$ cat config.mk
export PLATFORM = sky130hd
export DESIGN_NAME = ima_adpcm_stereo_decoder_flat
export DESIGN_NICKNAME = d
export VERILOG_FILES = /design/src/rtl/core/imasd_pkg.sv /design/src/rtl/core/imasd_in_if.sv /design/src/rtl/core/imasd_out_if.sv /design/src/rtl/core/imasd_nibble.sv /design/src/rtl/core/imasd_chan_regs.sv /design/src/rtl/core/ima_adpcm_stereo_decoder.sv /design/src/flat_wrapper.sv
export VERILOG_INCLUDE_DIRS = /design/src /design/src/rtl/core
export SDC_FILE = /design/constraint.sdc
export NUM_CORES = 1
export LEC_CHECK = 0
export ABC_AREA = 1
export BUFFER_PORTS_ARGS = -buffer_cell sky130_fd_sc_hd__buf_4
export CAP_MARGIN = 30
export CORE_ASPECT_RATIO = 2
export CORE_UTILIZATION = 40
export DETAILED_ROUTE_END_ITERATION = 12
export PLACE_DENSITY = 0.66
export SYNTH_ARGS = -nofsm -noshare
export SYNTH_HDL_FRONTEND = slang
export SYNTH_SLANG_ARGS = --single-unit
$ cat constraint.sdc
create_clock -name clk -period 15.6 [get_ports clk]
set_clock_uncertainty 0.15 [all_clocks]
set_input_delay 1.56 -clock clk [delete_from_list [all_inputs] [get_ports clk]]
set_output_delay 1.56 -clock clk [all_outputs]
set_load 0.02 [all_outputs]
$ cat src/rtl/core/ima_adpcm_stereo_decoder_assert.svh
// assertion macros of the decoder rtl
`ifndef IMA_ADPCM_STEREO_DECODER_ASSERT_SVH
`define IMA_ADPCM_STEREO_DECODER_ASSERT_SVH

// condition in this cycle implies consequence in this cycle
`define IMASD_ASSERT_SAME(lbl, clk, rst_n, cond, cons) \
  lbl: assert property (@(posedge clk) disable iff (!rst_n) (cond) |-> (cons)) \
    else $error("decoder check failed");

// condition in this cycle implies consequence in the next cycle
`define IMASD_ASSERT_NEXT(lbl, clk, rst_n, cond, cons) \
  lbl: assert property (@(posedge clk) disable iff (!rst_n) (cond) |=> (cons)) \
    else $error("decoder check failed");

`endif

$ cat src/rtl/core/imasd_pkg.sv
// types, constants and tables of the ima adpcm stereo decoder
package imasd_pkg;

  localparam int unsigned IdxMax = 88;

  localparam logic SEL_STEREO_MODE = 1'b0;
  localparam logic SEL_EIGHT_BIT   = 1'b1;

  typedef struct packed {
    logic [7:0] code_byte;
    logic       channel;
    logic       restart;
    logic       end_of_block;
  } in_beat_t;

  typedef struct packed {
    logic signed [15:0] sample_value;
    logic               sample_channel;
    logic               last_of_pair;
    logic               block_end;
  } out_beat_t;

  typedef struct packed {
    logic signed [15:0] pred;
    logic [6:0]         idx;
  } chan_state_t;

  localparam logic [14:0] STEP_TABLE [0:IdxMax] = '{
    15'd7,     15'd8,     15'd9,     15'd10,    15'd11,    15'd12,    15'd13,
    15'd14,    15'd16,    15'd17,    15'd19,    15'd21,    15'd23,    15'd25,
    15'd28,    15'd31,    15'd34,    15'd37,    15'd41,    15'd45,    15'd50,
    15'd55,    15'd60,    15'd66,    15'd73,    15'd80,    15'd88,    15'd97,
    15'd107,   15'd118,   15'd130,   15'd143,   15'd157,   15'd173,   15'd190,
    15'd209,   15'd230,   15'd253,   15'd279,   15'd307,   15'd337,   15'd371,
    15'd408,   15'd449,   15'd494,   15'd544,   15'd598,   15'd658,   15'd724,
    15'd796,   15'd876,   15'd963,   15'd1060,  15'd1166,  15'd1282,  15'd1411,
    15'd1552,  15'd1707,  15'd1878,  15'd2066,  15'd2272,  15'd2499,  15'd2749,
    15'd3024,  15'd3327,  15'd3660,  15'd4026,  15'd4428,  15'd4871,  15'd5358,
    15'd5894,  15'd6484,  15'd7132,  15'd7845,  15'd8630,  15'd9493,  15'd10442,
    15'd11487, 15'd12635, 15'd13899, 15'd15289, 15'd16818, 15'd18500, 15'd20350,
    15'd22385, 15'd24623, 15'd27086, 15'd29794, 15'd32767
  };

  function automatic logic [14:0] step_of(input logic [6:0] idx);
    logic [6:0] i;
    i = (idx > 7'(IdxMax)) ? 7'(IdxMax) : idx;
    return STEP_TABLE[i];
  endfunction

  function automatic logic signed [4:0] index_move(input logic [2:0] mag);
    logic signed [4:0] mv;
    case (mag)
      3'd4:    mv = 5'sd2;
      3'd5:    mv = 5'sd4;
      3'd6:    mv = 5'sd6;
      3'd7:    mv = 5'sd8;
      default: mv = -5'sd1;
    endcase
    return mv;
  endfunction

endpackage

$ cat src/rtl/core/imasd_in_if.sv
// code byte channel: valid/ready with one input beat
interface imasd_in_if import imasd_pkg::*; ();
  logic     valid;
  logic     ready;
  in_beat_t data;

  modport source (output valid, output data, input ready);
  modport sink (input valid, input data, output ready);
endinterface

$ cat src/rtl/core/imasd_out_if.sv
// sample channel: valid/ready with one result beat
interface imasd_out_if import imasd_pkg::*; ();
  logic      valid;
  logic      ready;
  out_beat_t data;

  modport source (output valid, output data, input ready);
  modport sink (input valid, input data, output ready);
endinterface

$ cat src/rtl/core/imasd_nibble.sv
// one nibble decode step: predictor update, index update, output format
module imasd_nibble import imasd_pkg::*; (
  input  chan_state_t        cur,
  input  logic [3:0]         code,
  input  logic               eight_bit,
  output chan_state_t        nxt,
  output logic signed [15:0] sample
);

  logic [14:0]        step;
  logic [16:0]        diff;
  logic signed [17:0] sum;
  logic signed [15:0] sat;
  logic signed [7:0]  idx_sum;

  always_comb begin
    step = step_of(cur.idx);
    diff = {5'd0, step[14:3]};
    if (code[2]) diff = diff + {2'd0, step};
    if (code[1]) diff = diff + {3'd0, step[14:1]};
    if (code[0]) diff = diff + {4'd0, step[14:2]};

    if (code[3]) begin
      sum = 18'(cur.pred) - $signed({1'b0, diff});
    end else begin
      sum = 18'(cur.pred) + $signed({1'b0, diff});
    end

    if (sum > 18'sd32767) begin
      sat = 16'sh7fff;
    end else if (sum < -18'sd32768) begin
      sat = 16'sh8000;
    end else begin
      sat = sum[15:0];
    end

    idx_sum = $signed({1'b0, cur.idx}) + 8'(index_move(code[2:0]));
    nxt.pred = sat;
    if (idx_sum < 8'sd0) begin
      nxt.idx = 7'd0;
    end else if (idx_sum > 8'(IdxMax)) begin
      nxt.idx = 7'(IdxMax);
    end else begin
      nxt.idx = idx_sum[6:0];
    end

    // 8-bit mode: offset-binary high byte
    if (eight_bit) begin
      sample = {8'd0, sat[15:8] ^ 8'h80};
    end else begin
      sample = sat;
    end
  end

endmodule

$ cat src/rtl/core/imasd_chan_regs.sv
// per-channel predictor and step index registers with restart clear
module imasd_chan_regs import imasd_pkg::*; (
  input  logic        clk,
  input  logic        rst_n,
  input  logic        sel,
  input  logic        clear,
  input  logic        wr_en,
  input  chan_state_t wr_state,
  output chan_state_t rd_state
);

  chan_state_t state_r [2];

  // a restart reads as the cleared state; the write that follows stores the state decoded from it
  always_comb begin
    if (clear) begin
      rd_state = '0;
    end else begin
      rd_state = state_r[sel];
    end
  end

  always_ff @(posedge clk) begin
    if (!rst_n) begin
      state_r[0] <= '0;
      state_r[1] <= '0;
    end else if (wr_en) begin
      state_r[sel] <= wr_state;
    end
  end

endmodule

$ cat src/rtl/core/ima_adpcm_stereo_decoder.sv
// top level of the ima adpcm stereo decoder
//
//  port      dir   beat contents
//  in_chan   sink  code_byte, channel, restart, end_of_block
//  out_chan  src   sample_value, sample_channel, last_of_pair, block_end
//  cfg_*     in    write enable, register index, data (no read-back)
//
// each code byte gives two sample beats, one per cycle while out_chan does not stall;
// the two nibbles go through the single shared nibble decoder in turn.
// a taken byte is held in the input slot, and its first sample is then registered in the result register.
// rst_n is synchronous: it clears config, channel state and all valids.
// a stalled output holds the byte in the input slot; in_chan stays not ready meanwhile.
module ima_adpcm_stereo_decoder import imasd_pkg::*; (
  input  logic        clk,
  input  logic        rst_n,
  imasd_in_if.sink    in_chan,
  imasd_out_if.source out_chan,
  input  logic        cfg_we,
  input  logic        cfg_index,
  input  logic        cfg_data
);

  `include "ima_adpcm_stereo_decoder_assert.svh"

  logic        stereo_r;
  logic        eight_r;
  logic        slot_valid_r;
  in_beat_t    slot_r;
  logic        phase_r;
  logic        out_valid_r;
  out_beat_t   out_data_r;

  logic        advance;
  logic        in_fire;
  chan_state_t cur_state;
  chan_state_t nxt_state;
  logic signed [15:0] sample;
  logic [3:0]  code;

  assign advance        = slot_valid_r && (!out_valid_r || out_chan.ready);
  assign in_chan.ready  = !slot_valid_r || (advance && phase_r);
  assign in_fire        = in_chan.valid && in_chan.ready;
  assign code           = phase_r ? slot_r.code_byte[7:4] : slot_r.code_byte[3:0];
  assign out_chan.valid = out_valid_r;
  assign out_chan.data  = out_data_r;

  always_ff @(posedge clk) begin
    if (!rst_n) begin
      stereo_r <= 1'b0;
      eight_r  <= 1'b0;
    end else if (cfg_we) begin
      case (cfg_index)
        SEL_STEREO_MODE: stereo_r <= cfg_data;
        SEL_EIGHT_BIT:   eight_r  <= cfg_data;
        default:         ;
      endcase
    end
  end

  imasd_chan_regs u_chan_regs (
    .clk      (clk),
    .rst_n    (rst_n),
    .sel      (slot_r.channel),
    .clear    (slot_r.restart && !phase_r),
    .wr_en    (advance),
    .wr_state (nxt_state),
    .rd_state (cur_state)
  );

  imasd_nibble u_nibble (
    .cur       (cur_state),
    .code      (code),
    .eight_bit (eight_r),
    .nxt       (nxt_state),
    .sample    (sample)
  );

  // input slot and nibble phase
  always_ff @(posedge clk) begin
    if (!rst_n) begin
      slot_valid_r <= 1'b0;
      phase_r      <= 1'b0;
    end else if (in_fire) begin
      slot_valid_r <= 1'b1;
      phase_r      <= 1'b0;
    end else if (advance) begin
      if (phase_r) begin
        slot_valid_r <= 1'b0;
      end else begin
        phase_r <= 1'b1;
      end
    end
  end

  always_ff @(posedge clk) begin
    if (in_fire) begin
      // mono mode folds every byte onto the left channel
      slot_r <= '{code_byte:    in_chan.data.code_byte,
                  channel:      in_chan.data.channel & stereo_r,
                  restart:      in_chan.data.restart,
                  end_of_block: in_chan.data.end_of_block};
    end
  end

  // result register
  always_ff @(posedge clk) begin
    if (!rst_n) begin
      out_valid_r <= 1'b0;
    end else if (advance) begin
      out_valid_r <= 1'b1;
    end else if (out_chan.ready) begin
      out_valid_r <= 1'b0;
    end
  end

  always_ff @(posedge clk) begin
    if (advance) begin
      out_data_r.sample_value   <= sample;
      out_data_r.sample_channel <= slot_r.channel;
      out_data_r.last_of_pair   <= phase_r;
      out_data_r.block_end      <= phase_r & slot_r.end_of_block;
    end
  end

  `IMASD_ASSERT_SAME(a_low_no_end, clk, rst_n,
    out_valid_r && !out_data_r.last_of_pair, !out_data_r.block_end)
  `IMASD_ASSERT_SAME(a_no_take_mid_byte, clk, rst_n,
    slot_valid_r && !phase_r, !in_chan.ready)
  `IMASD_ASSERT_NEXT(a_low_then_high, clk, rst_n,
    advance && !phase_r, slot_valid_r && phase_r && out_valid_r)
  `IMASD_ASSERT_NEXT(a_high_after_low, clk, rst_n,
    advance && phase_r, out_valid_r && out_data_r.last_of_pair)

endmodule
$ cat src/flat_wrapper.sv
// flat-port wrapper written by rule: the top's interface ports become plain ports
module ima_adpcm_stereo_decoder_flat import imasd_pkg::*;
  (clk, rst_n, cfg_we, cfg_index, cfg_data, in_chan_valid, in_chan_data, in_chan_ready, out_chan_valid, out_chan_data, out_chan_ready);
  imasd_in_if in_chan_i ();
  imasd_out_if out_chan_i ();
  input  logic clk;
  input  logic rst_n;
  input  logic cfg_we;
  input  logic cfg_index;
  input  logic cfg_data;
  input wire logic [$bits(in_chan_i.valid)-1:0] in_chan_valid;
  input wire logic [$bits(in_chan_i.data)-1:0] in_chan_data;
  output wire logic [$bits(in_chan_i.ready)-1:0] in_chan_ready;
  output wire logic [$bits(out_chan_i.valid)-1:0] out_chan_valid;
  output wire logic [$bits(out_chan_i.data)-1:0] out_chan_data;
  input wire logic [$bits(out_chan_i.ready)-1:0] out_chan_ready;
  assign in_chan_i.valid = in_chan_valid;
  assign in_chan_i.data = in_chan_data;
  assign in_chan_ready = in_chan_i.ready;
  assign out_chan_valid = out_chan_i.valid;
  assign out_chan_data = out_chan_i.data;
  assign out_chan_i.ready = out_chan_ready;
  ima_adpcm_stereo_decoder u_core (.clk(clk), .rst_n(rst_n), .in_chan(in_chan_i), .out_chan(out_chan_i), .cfg_we(cfg_we), .cfg_index(cfg_index), .cfg_data(cfg_data));
endmodule
==> results of run 1 <==
==> final cells by class <==
cell class	instances	area share
flip-flops and latches	82	0.234
clock inverters	6	0.00646
clock buffers	9	0.0220
multi-input cells	1075	0.596
repair buffers	47	0.0401
well taps	283	0.0345
inverters	183	0.0672
==> cells by family after synthesis <==
kind of cell,after synthesis
AND/OR/NAND/NOR,713
flip-flops,82
buffers and inverters,225
AO/OA/AOI/OAI,229
XOR/XNOR,55
adder cells (fa/ha/maj),78
==> synth_stat cells, types with 2 or more instances <==
| library cell | instances | area [sq um] |
|---|---|---|
| sky130_fd_sc_hd__nand2_1 | 396 | 1490 |
| sky130_fd_sc_hd__inv_1 | 165 | 619 |
| sky130_fd_sc_hd__a21oi_1 | 123 | 616 |
| sky130_fd_sc_hd__nand3_1 | 106 | 531 |
| sky130_fd_sc_hd__nor2_1 | 100 | 375 |
| sky130_fd_sc_hd__edfxtp_1 | 76 | 2280 |
| sky130_fd_sc_hd__ha_1 | 73 | 913 |
| sky130_fd_sc_hd__o21ai_0 | 49 | 245 |
| sky130_fd_sc_hd__xor2_1 | 37 | 324 |
| sky130_fd_sc_hd__nand2_2 | 20 | 125 |
| sky130_fd_sc_hd__nand3_2 | 19 | 190 |
| sky130_fd_sc_hd__xnor2_1 | 18 | 158 |
| sky130_fd_sc_hd__o211ai_1 | 15 | 113 |
| sky130_fd_sc_hd__inv_2 | 14 | 52.6 |
| sky130_fd_sc_hd__nor3_1 | 13 | 65.1 |
| sky130_fd_sc_hd__or2_2 | 13 | 81.3 |
| sky130_fd_sc_hd__buf_2 | 12 | 60.1 |
| sky130_fd_sc_hd__nand2_4 | 12 | 135 |
| sky130_fd_sc_hd__buf_6 | 11 | 124 |
| sky130_fd_sc_hd__clkbuf_1 | 10 | 37.5 |
| sky130_fd_sc_hd__nand4_1 | 9 | 56.3 |
| sky130_fd_sc_hd__a31oi_1 | 6 | 37.5 |
| sky130_fd_sc_hd__dfxtp_1 | 6 | 120 |
| sky130_fd_sc_hd__nor2_2 | 6 | 37.5 |
| sky130_fd_sc_hd__buf_4 | 5 | 37.5 |
| sky130_fd_sc_hd__fa_1 | 5 | 100 |
| sky130_fd_sc_hd__nand3_4 | 5 | 87.6 |
| sky130_fd_sc_hd__o21bai_1 | 5 | 37.5 |
| sky130_fd_sc_hd__o221ai_1 | 5 | 43.8 |
| sky130_fd_sc_hd__and2_1 | 4 | 25.0 |
| sky130_fd_sc_hd__nand3b_1 | 4 | 30.0 |
| sky130_fd_sc_hd__o21ai_1 | 4 | 20.0 |
| sky130_fd_sc_hd__a221oi_1 | 3 | 26.3 |
| sky130_fd_sc_hd__clkinv_1 | 3 | 11.3 |
| sky130_fd_sc_hd__a211oi_1 | 2 | 15.0 |
| sky130_fd_sc_hd__buf_8 | 2 | 30.0 |
| sky130_fd_sc_hd__o2111ai_1 | 2 | 17.5 |
| sky130_fd_sc_hd__o21a_1 | 2 | 15.0 |
| sky130_fd_sc_hd__o22ai_1 | 2 | 12.5 |
| sky130_fd_sc_hd__o31ai_1 | 2 | 15.0 |
==> worst max path at each step <==
stage / startpoint / to / slack [ps] / cells after the start
finish: u_core.phase_r / u_core.out_chan.data[12] / 3920 / 56
global route: u_core.phase_r / u_core.out_chan.data[12] / 2910 / 57
CTS: u_core.phase_r / u_core.out_chan.data[12] / 4040 / 55
detailed placement: u_core.phase_r / u_core.out_chan.data[12] / 4110 / 55
global placement: register / u_core.out_chan.data[12] / 4030 / 55
floorplan: u_core.phase_r / u_core.out_chan.data[10] / 6880 / 63
==> per-layer routing <==
layer,GRT usage,up-vias,routed length (microns)
li1,-,4580,-
met3,0.0256,127,1020
met5,0,-,0
met4,0.229,0,2800
met1,0.231,4329,10700
met2,0.525,289,17300
==> critical path, delay by kind of cell, from the launching register on <==
family	cells	cell delay, ps
simple gates	26	4940
compound gates	13	2450
fa+ha+maj	5	1720
buf+inv	8	1040
xor+xnor	4	640
flops	1	570
==> sequential cells by signal (all words and copies together), names as in the netlist, named ones only <==
register                    cells
u_core.phase_r                  1
u_core.slot_valid_r             1
u_core.eight_r                  1
u_core.stereo_r                 1
u_core.u_chan_regs.state_r     46
u_core.out_chan.data           19
u_core.slot_r                  11
u_core.out_chan.valid           1
==> metrics by stage <==
step	total power, W	cell area, sq um	util	instances
after floorplan	0.00116	9510	-	1382
after global placement	0.00142	9870	0.423	1665
after detailed placement	0.00142	9970	0.427	1670
after CTS	0.00164	10300	0.440	1685
after global routing	0.00178	10300	0.440	1685
final	0.00165	10300	0.440	1685
==> power breakdown <==
group	internal, W	leakage, nW	switching (W)	total [W]
sequential	0.000281	0.815	0.0000102	0.000291
combinational	0.000389	4.19	0.000755	0.00114
clock	0.000123	0.136	0.0000870	0.000210
total	0.000793	5.14	0.000852	0.00165
==> flow_summary.html, run 1 <==
<table>
<tr><th>Metric</th><th>Value</th></tr>
<tr><th colspan="2">Clock tree</th></tr>
<tr><td>Deepest level of the CTS H-tree</td><td>3</td></tr>
<tr><td>Longest Clk Path Bufs</td><td>2</td></tr>
<tr><td>Count of hold-fix buffers inserted at cts</td><td>0</td></tr>
<tr><td>Clk Latency, worst-skew pair</td><td>350 ps</td></tr>
<tr><td>Clock tree from TritonCTS</td><td>built</td></tr>
<tr><td>Clock tree root driver cell</td><td>sky130_fd_sc_hd__clkbuf_16</td></tr>
<tr><td>Number of gates given a new drive strength after cts</td><td>0</td></tr>
<tr><td># Post-CTS Setup Buffers</td><td>0</td></tr>
<tr><td>Number of CTS-inserted buffers</td><td>9</td></tr>
<tr><td>Number of sinks handled by clock tree synthesis</td><td>82</td></tr>
<tr><td>Clock transition at path regs</td><td>60 ps</td></tr>
<tr><th colspan="2">Power</th></tr>
<tr><td>Lkg Pwr</td><td>5.14 nW</td></tr>
<tr><td>IR Drop Worst-Case VDD</td><td>between 0.1 and 0.15 mV</td></tr>
<tr><td>PD cells</td><td>~160 nW/um^2</td></tr>
<tr><th colspan="2">Hold path</th></tr>
<tr><td>Terminating pin of the worst hold path</td><td>u_core.stereo_r</td></tr>
<tr><td>Class of the tightest hold or removal check</td><td>register to register</td></tr>
<tr><td>Hold Startpoint</td><td>u_core.stereo_r</td></tr>
<tr><td>Worst hold path cell count</td><td>2</td></tr>
<tr><th colspan="2">Place</th></tr>
<tr><td>Global placer's final weighted congestion</td><td>0.995</td></tr>
<tr><td>Detailed placer's ending HPWL</td><td>25.4 mm</td></tr>
<tr><td>Place WS</td><td>4110 ps</td></tr>
<tr><td>Count of input and output buffers</td><td>38</td></tr>
<tr><th colspan="2">Yosys</th></tr>
<tr><td>Gate Count Post-Synth</td><td>1382</td></tr>
<tr><td>Synth Cell Area</td><td>9510 sq um</td></tr>
<tr><td>Share of synthesized cell area in full adder, half adder and majority cells</td><td>0.107</td></tr>
<tr><td>Portion of netlist area occupied by mux cells</td><td>0</td></tr>
<tr><td>Synthesized area divided by synthesized cell count</td><td>between 6 and 7 sq um</td></tr>
<tr><td>Combinational family with the most area after synthesis</td><td>simple AND/OR/NAND/NOR gates</td></tr>
<tr><td>Number of distinct library cells after synthesis</td><td>58</td></tr>
<tr><td>Compound-cell area share of the yosys netlist</td><td>0.138</td></tr>
<tr><td>Sequential cell area fraction in the yosys report</td><td>0.252</td></tr>
<tr><td>Post-synthesis simple-gate area fraction</td><td>0.346</td></tr>
<tr><td>YS warnings</td><td>0</td></tr>
<tr><td>Xor and xnor area share after synthesis</td><td>0.0506</td></tr>
<tr><td>Count of state elements after synthesis</td><td>82</td></tr>
<tr><td>EDFF count, synth</td><td>76</td></tr>
<tr><td>Net Count, Synth</td><td>1478</td></tr>
<tr><td>Share of flip-flops with an asynchronous set or reset</td><td>0</td></tr>
<tr><td>Primary flip-flop cell chosen by synthesis mapping</td><td>sky130_fd_sc_hd__edfxtp_1</td></tr>
<tr><th colspan="2">Timing</th></tr>
<tr><td>Final clock period utilization by the worst path</td><td>0.749</td></tr>
<tr><td>Hold WS</td><td>316 ps</td></tr>
<tr><td>Min setup slack post-route</td><td>a little under 4000 ps</td></tr>
<tr><td>Max Clk Rate</td><td>85.6 MHz</td></tr>
<tr><td>Final hold violation count</td><td>0</td></tr>
<tr><td>Number of setup violations in the final report</td><td>0</td></tr>
<tr><td>Final min period</td><td>11680 ps</td></tr>
<tr><td>Final-report max-slew violation count</td><td>0</td></tr>
<tr><td>Normalized max-slew margin</td><td>0.377</td></tr>
<tr><td>RSZ-0062 raised after global routing</td><td>false</td></tr>
<tr><td>Accumulated negative setup slack</td><td>0 ps</td></tr>
<tr><td>Measured slew at the worst slew-check pin</td><td>933 ps</td></tr>
<tr><th colspan="2">Global routing</th></tr>
<tr><td>Total congestion overflow</td><td>0</td></tr>
<tr><td>Maximum number of pins on one net before global-route repair</td><td>34</td></tr>
<tr><td>Initial antenna violation count</td><td>0</td></tr>
<tr><td>Via count of the first global-routing pass</td><td>9362</td></tr>
<tr><td>First-pass GRT wire length</td><td>49.0 mm</td></tr>
<tr><td>Overall Global Routing Usage</td><td>0.263</td></tr>
<tr><th colspan="2">Die</th></tr>
<tr><td>Die span in x</td><td>between 100 and 150 microns</td></tr>
<tr><td>Starting density of the core</td><td>0.408</td></tr>
<tr><td>Count of standard-cell rows</td><td>between 70 and 80</td></tr>
<tr><td>Std-Cell Core Area</td><td>23300 sq um</td></tr>
<tr><td>Chip Height</td><td>roughly 220 microns</td></tr>
<tr><td>IO Pins</td><td>39</td></tr>
<tr><td>Area of the die</td><td>approximately 24000 sq um</td></tr>
<tr><th colspan="2">Final layout</th></tr>
<tr><td>Commonest cells after routing, fill and taps aside</td><td>sky130_fd_sc_hd__nand2_1, sky130_fd_sc_hd__inv_1, sky130_fd_sc_hd__a21oi_1</td></tr>
<tr><td>Most common library cell in the layout ignoring fill and taps</td><td>sky130_fd_sc_hd__nand2_1</td></tr>
<tr><td>Number of nets in the finished design</td><td>1494</td></tr>
<tr><td>Multi-input logic area</td><td>6110 sq um</td></tr>
<tr><td>Layout overhead on the synthesized area</td><td>7.82%</td></tr>
<tr><td>Layout cells sized above 1</td><td>0.114</td></tr>
<tr><td>FILL cells</td><td>roughly 2.5k</td></tr>
<tr><td>Ant. Diodes</td><td>0</td></tr>
<tr><td>Area taken by flip-flops and latches</td><td>2400 sq um</td></tr>
<tr><th colspan="2">Drt</th></tr>
<tr><td>Routed vias/inst</td><td>approximately 5.5</td></tr>
<tr><td>Post-detailed-route count of antenna-violating nets</td><td>0</td></tr>
<tr><td>Final wirelength</td><td>31.8 mm</td></tr>
<tr><td>Drc violations</td><td>0</td></tr>
<tr><td>Starting DRT DRC Count</td><td>408</td></tr>
<tr><td>Routed via count</td><td>~9.3k</td></tr>
<tr><td>WL/cell</td><td>between 15 and 20 microns</td></tr>
<tr><td>Number of optimization iterations in the first detailed-route pass</td><td>8</td></tr>
<tr><th colspan="2">Critical path</th></tr>
<tr><td>Worst endpoint required time</td><td>15640 ps</td></tr>
<tr><td>Reg2Reg Launch Point</td><td>u_core.phase_r</td></tr>
<tr><td>Worst Path Arrival</td><td>between 10000 and 15000 ps</td></tr>
<tr><td>Most frequent CP cell</td><td>sky130_fd_sc_hd__nand2_1</td></tr>
<tr><td>Largest stage delay on the critical path</td><td>570 ps</td></tr>
<tr><td>Nature of the critical path startpoint</td><td>register</td></tr>
<tr><td>Slack of the worst reg-to-reg path</td><td>3920 ps</td></tr>
<tr><td>Reg2reg path depth</td><td>56</td></tr>
<tr><td>Worst setup EP type</td><td>register</td></tr>
<tr><td>Max Fanout on Critical Path</td><td>33</td></tr>
<tr><td>Critical-path cell with the highest stage delay</td><td>sky130_fd_sc_hd__dfxtp_1</td></tr>
<tr><td>Destination of the worst register-to-register timing path</td><td>u_core.out_chan.data[12]</td></tr>
<tr><td>Category of the most critical setup path</td><td>register to register</td></tr>
<tr><th colspan="2">Job</th></tr>
<tr><td>Number of maximum-capacitance violations</td><td>0</td></tr>
<tr><th colspan="2">Outcome</th></tr>
<tr><td>Outcome</td><td>complete, no violations</td></tr>
</table>
No activity file was read; power rests on OpenSTA's default activity.
==> run 2: changes to the inputs <==
clock period = 11.8 ns   (was 15.6 ns; I/O delays follow)
==> flow_summary.html, run 2 (synthesis gave the netlist of run 1 again) <==
<table>
<tr><th>Metric</th><th>Value</th></tr>
<tr><th colspan="2">Final layout</th></tr>
<tr><td>Layout overhead on the synthesized area</td><td>8.73%</td></tr>
<tr><td>Number of flip-flops under the largest register name</td><td>46</td></tr>
<tr><td>FILL cells</td><td>~2.4k</td></tr>
<tr><td>Most common library cell in the layout ignoring fill and taps</td><td>sky130_fd_sc_hd__nand2_1</td></tr>
<tr><td>Ant. Diodes</td><td>0</td></tr>
<tr><td>Layout cells sized above 1</td><td>0.125</td></tr>
<tr><td>Final core utilization</td><td>0.443</td></tr>
<tr><td>Register ranked first by flip-flop count</td><td>u_core.u_chan_regs.state_r</td></tr>
<tr><td>Multi-input logic area</td><td>6130 sq um</td></tr>
<tr><td>Area taken by flip-flops and latches</td><td>2400 sq um</td></tr>
<tr><td>Commonest cells after routing, fill and taps aside</td><td>sky130_fd_sc_hd__nand2_1, sky130_fd_sc_hd__inv_1, sky130_fd_sc_hd__a21oi_1</td></tr>
<tr><td>Number of nets in the finished design</td><td>1507</td></tr>
<tr><th colspan="2">Critical path</th></tr>
<tr><td>Largest stage delay on the critical path</td><td>around 500 ps</td></tr>
<tr><td>Worst setup EP type</td><td>register</td></tr>
<tr><td>Worst endpoint required time</td><td>around 12000 ps</td></tr>
<tr><td>Worst Path Arrival</td><td>10920 ps</td></tr>
<tr><td>Nature of the critical path startpoint</td><td>register</td></tr>
<tr><td>Category of the most critical setup path</td><td>register to register</td></tr>
<tr><td>Critical-path cell with the highest stage delay</td><td>sky130_fd_sc_hd__fa_1</td></tr>
<tr><td>Max Fanout on Critical Path</td><td>18</td></tr>
<tr><td>Most frequent CP cell</td><td>sky130_fd_sc_hd__nand2_1</td></tr>
<tr><th colspan="2">Clock tree</th></tr>
<tr><td>Number of CTS-inserted buffers</td><td>9</td></tr>
<tr><td>Deepest level of the CTS H-tree</td><td>3</td></tr>
<tr><td>Count of hold-fix buffers inserted at cts</td><td>0</td></tr>
<tr><td>Clock tree from TritonCTS</td><td>built</td></tr>
<tr><td>Number of sinks handled by clock tree synthesis</td><td>a little over 80</td></tr>
<tr><td>Clock transition at path regs</td><td>60 ps</td></tr>
<tr><td>Longest Clk Path Bufs</td><td>2</td></tr>
<tr><td>Clk Latency, worst-skew pair</td><td>350 ps</td></tr>
<tr><td>Clock tree root driver cell</td><td>sky130_fd_sc_hd__clkbuf_16</td></tr>
<tr><th colspan="2">Global routing</th></tr>
<tr><td>First-pass GRT wire length</td><td>50.8 mm</td></tr>
<tr><td>Initial antenna violation count</td><td>0</td></tr>
<tr><td>Maximum number of pins on one net before global-route repair</td><td>29</td></tr>
<tr><td>Via count of the first global-routing pass</td><td>between 9k and 10k</td></tr>
<tr><td>Total congestion overflow</td><td>0</td></tr>
<tr><td>Overall Global Routing Usage</td><td>0.271</td></tr>
<tr><th colspan="2">Place</th></tr>
<tr><td>Count of input and output buffers</td><td>38</td></tr>
<tr><td>Global placer's final weighted congestion</td><td>1.01</td></tr>
<tr><td>Detailed placer's ending HPWL</td><td>between 20 and 30 mm</td></tr>
<tr><th colspan="2">Timing</th></tr>
<tr><td>Final hold violation count</td><td>0</td></tr>
<tr><td>Normalized max-slew margin</td><td>0.392</td></tr>
<tr><td>Measured slew at the worst slew-check pin</td><td>~910 ps</td></tr>
<tr><td>RSZ-0062 raised after global routing</td><td>false</td></tr>
<tr><td>Final-report max-slew violation count</td><td>0</td></tr>
<tr><td>Final min period</td><td>11000 ps</td></tr>
<tr><td>Number of setup violations in the final report</td><td>0</td></tr>
<tr><td>Max Clk Rate</td><td>90.9 MHz</td></tr>
<tr><td>Accumulated negative setup slack</td><td>0 ps</td></tr>
<tr><td>Final clock period utilization by the worst path</td><td>0.932</td></tr>
<tr><th colspan="2">Drt</th></tr>
<tr><td>Routed via count</td><td>9463</td></tr>
<tr><td>Post-detailed-route count of antenna-violating nets</td><td>0</td></tr>
<tr><td>Number of optimization iterations in the first detailed-route pass</td><td>5</td></tr>
<tr><td>Starting DRT DRC Count</td><td>446</td></tr>
<tr><td>WL/cell</td><td>between 15 and 20 microns</td></tr>
<tr><td>Drc violations</td><td>0</td></tr>
<tr><td>Routed vias/inst</td><td>5.57</td></tr>
<tr><td>Final wirelength</td><td>between 30 and 40 mm</td></tr>
<tr><th colspan="2">Power</th></tr>
<tr><td>IR Drop Worst-Case VDD</td><td>0.241 mV</td></tr>
<tr><td>PD cells</td><td>214 nW/um^2</td></tr>
<tr><td>Lkg Pwr</td><td>5.19 nW</td></tr>
<tr><th colspan="2">Die</th></tr>
<tr><td>Std-Cell Core Area</td><td>23300 sq um</td></tr>
<tr><td>Count of standard-cell rows</td><td>79</td></tr>
<tr><td>Chip Height</td><td>220 microns</td></tr>
<tr><td>Area of the die</td><td>24400 sq um</td></tr>
<tr><td>Die span in x</td><td>111 microns</td></tr>
<tr><td>Starting density of the core</td><td>0.408</td></tr>
<tr><td>IO Pins</td><td>39</td></tr>
<tr><th colspan="2">Hold path</th></tr>
<tr><td>Class of the tightest hold or removal check</td><td>register to register</td></tr>
<tr><th colspan="2">Outcome</th></tr>
<tr><td>Outcome</td><td>complete, no violations</td></tr>
<tr><th colspan="2">Job</th></tr>
<tr><td>Number of maximum-capacitance violations</td><td>0</td></tr>
</table>
run 2: what timing repair did:
action | 4_1_cts | 5_1_grt
setup buffers | 0 | 6
setup endpoints to repair | 0 | 48
resized for setup | 0 | 10
run 2: routing by layer:
layer | vias up | wire, microns | part of all wire | global-route usage
met2 | 288 | 17800 | 0.55 | 0.543
met3 | 142 | 957 | 0.030 | 0.0237
met4 | 0 | 2960 | 0.092 | 0.244
li1 | 4619 | - | - | -
met5 | - | 0 | 0 | 0
met1 | 4414 | 10400 | 0.32 | 0.235
run 2: critical path: cells and delay by family, from the launching register on:
kind / cells / cell delay (ps)
and+or+nand+nor: 25 / 3760
buffers and inverters: 8 / 1060
xor gates and xnor gates: 4 / 520
AOI/OAI and AO/OA: 14 / 2670
adders and majority gates: 6 / 2100
DFF: 1 / 440
run 2: path summary, 6_finish.rpt:
path	start	end	slack, ps	cells after the start
setup / recovery	u_core.phase_r	u_core.out_chan.data[12]	800	57
hold / removal	u_core.stereo_r	u_core.stereo_r	320	2
setup reg to reg	u_core.phase_r	u_core.out_chan.data[12]	800	57
hold reg to reg	u_core.stereo_r	u_core.stereo_r	320	2
run 2: area by class of cell:
| type | instances | share of cell area |
|---|---|---|
| clock inverter | 7 | 0.00653 |
| clock buffer | 9 | 0.0218 |
| sequential | 82 | 0.232 |
| multi-input combinational | 1075 | 0.593 |
| timing repair buffer | 60 | 0.0454 |
| tap | 283 | 0.0342 |
| inverter | 183 | 0.0671 |
run 2: through the flow:
step           instances  instance area, sq um  hold WS (ps)  power (W)  worst slack (ps)
2_1_floorplan       1382                  9510           281    0.00153              3080
3_3_place_gp        1674                  9940           298    0.00191               255
3_5_place_dp        1677                  9980           314    0.00191               223
4_1_cts             1693                 10300           323    0.00220               171
5_1_grt             1699                 10300           341    0.00240              15.6
6_report            1699                 10300           321    0.00222               805
run 2: power breakdown:
part | internal, W | leakage (nW) | switching (W)
logic | 0.000523 | 4.23 | 0.00103
clock network | 0.000163 | 0.141 | 0.000114
registers | 0.000372 | 0.815 | 0.0000125
total | 0.00106 | 5.19 | 0.00116
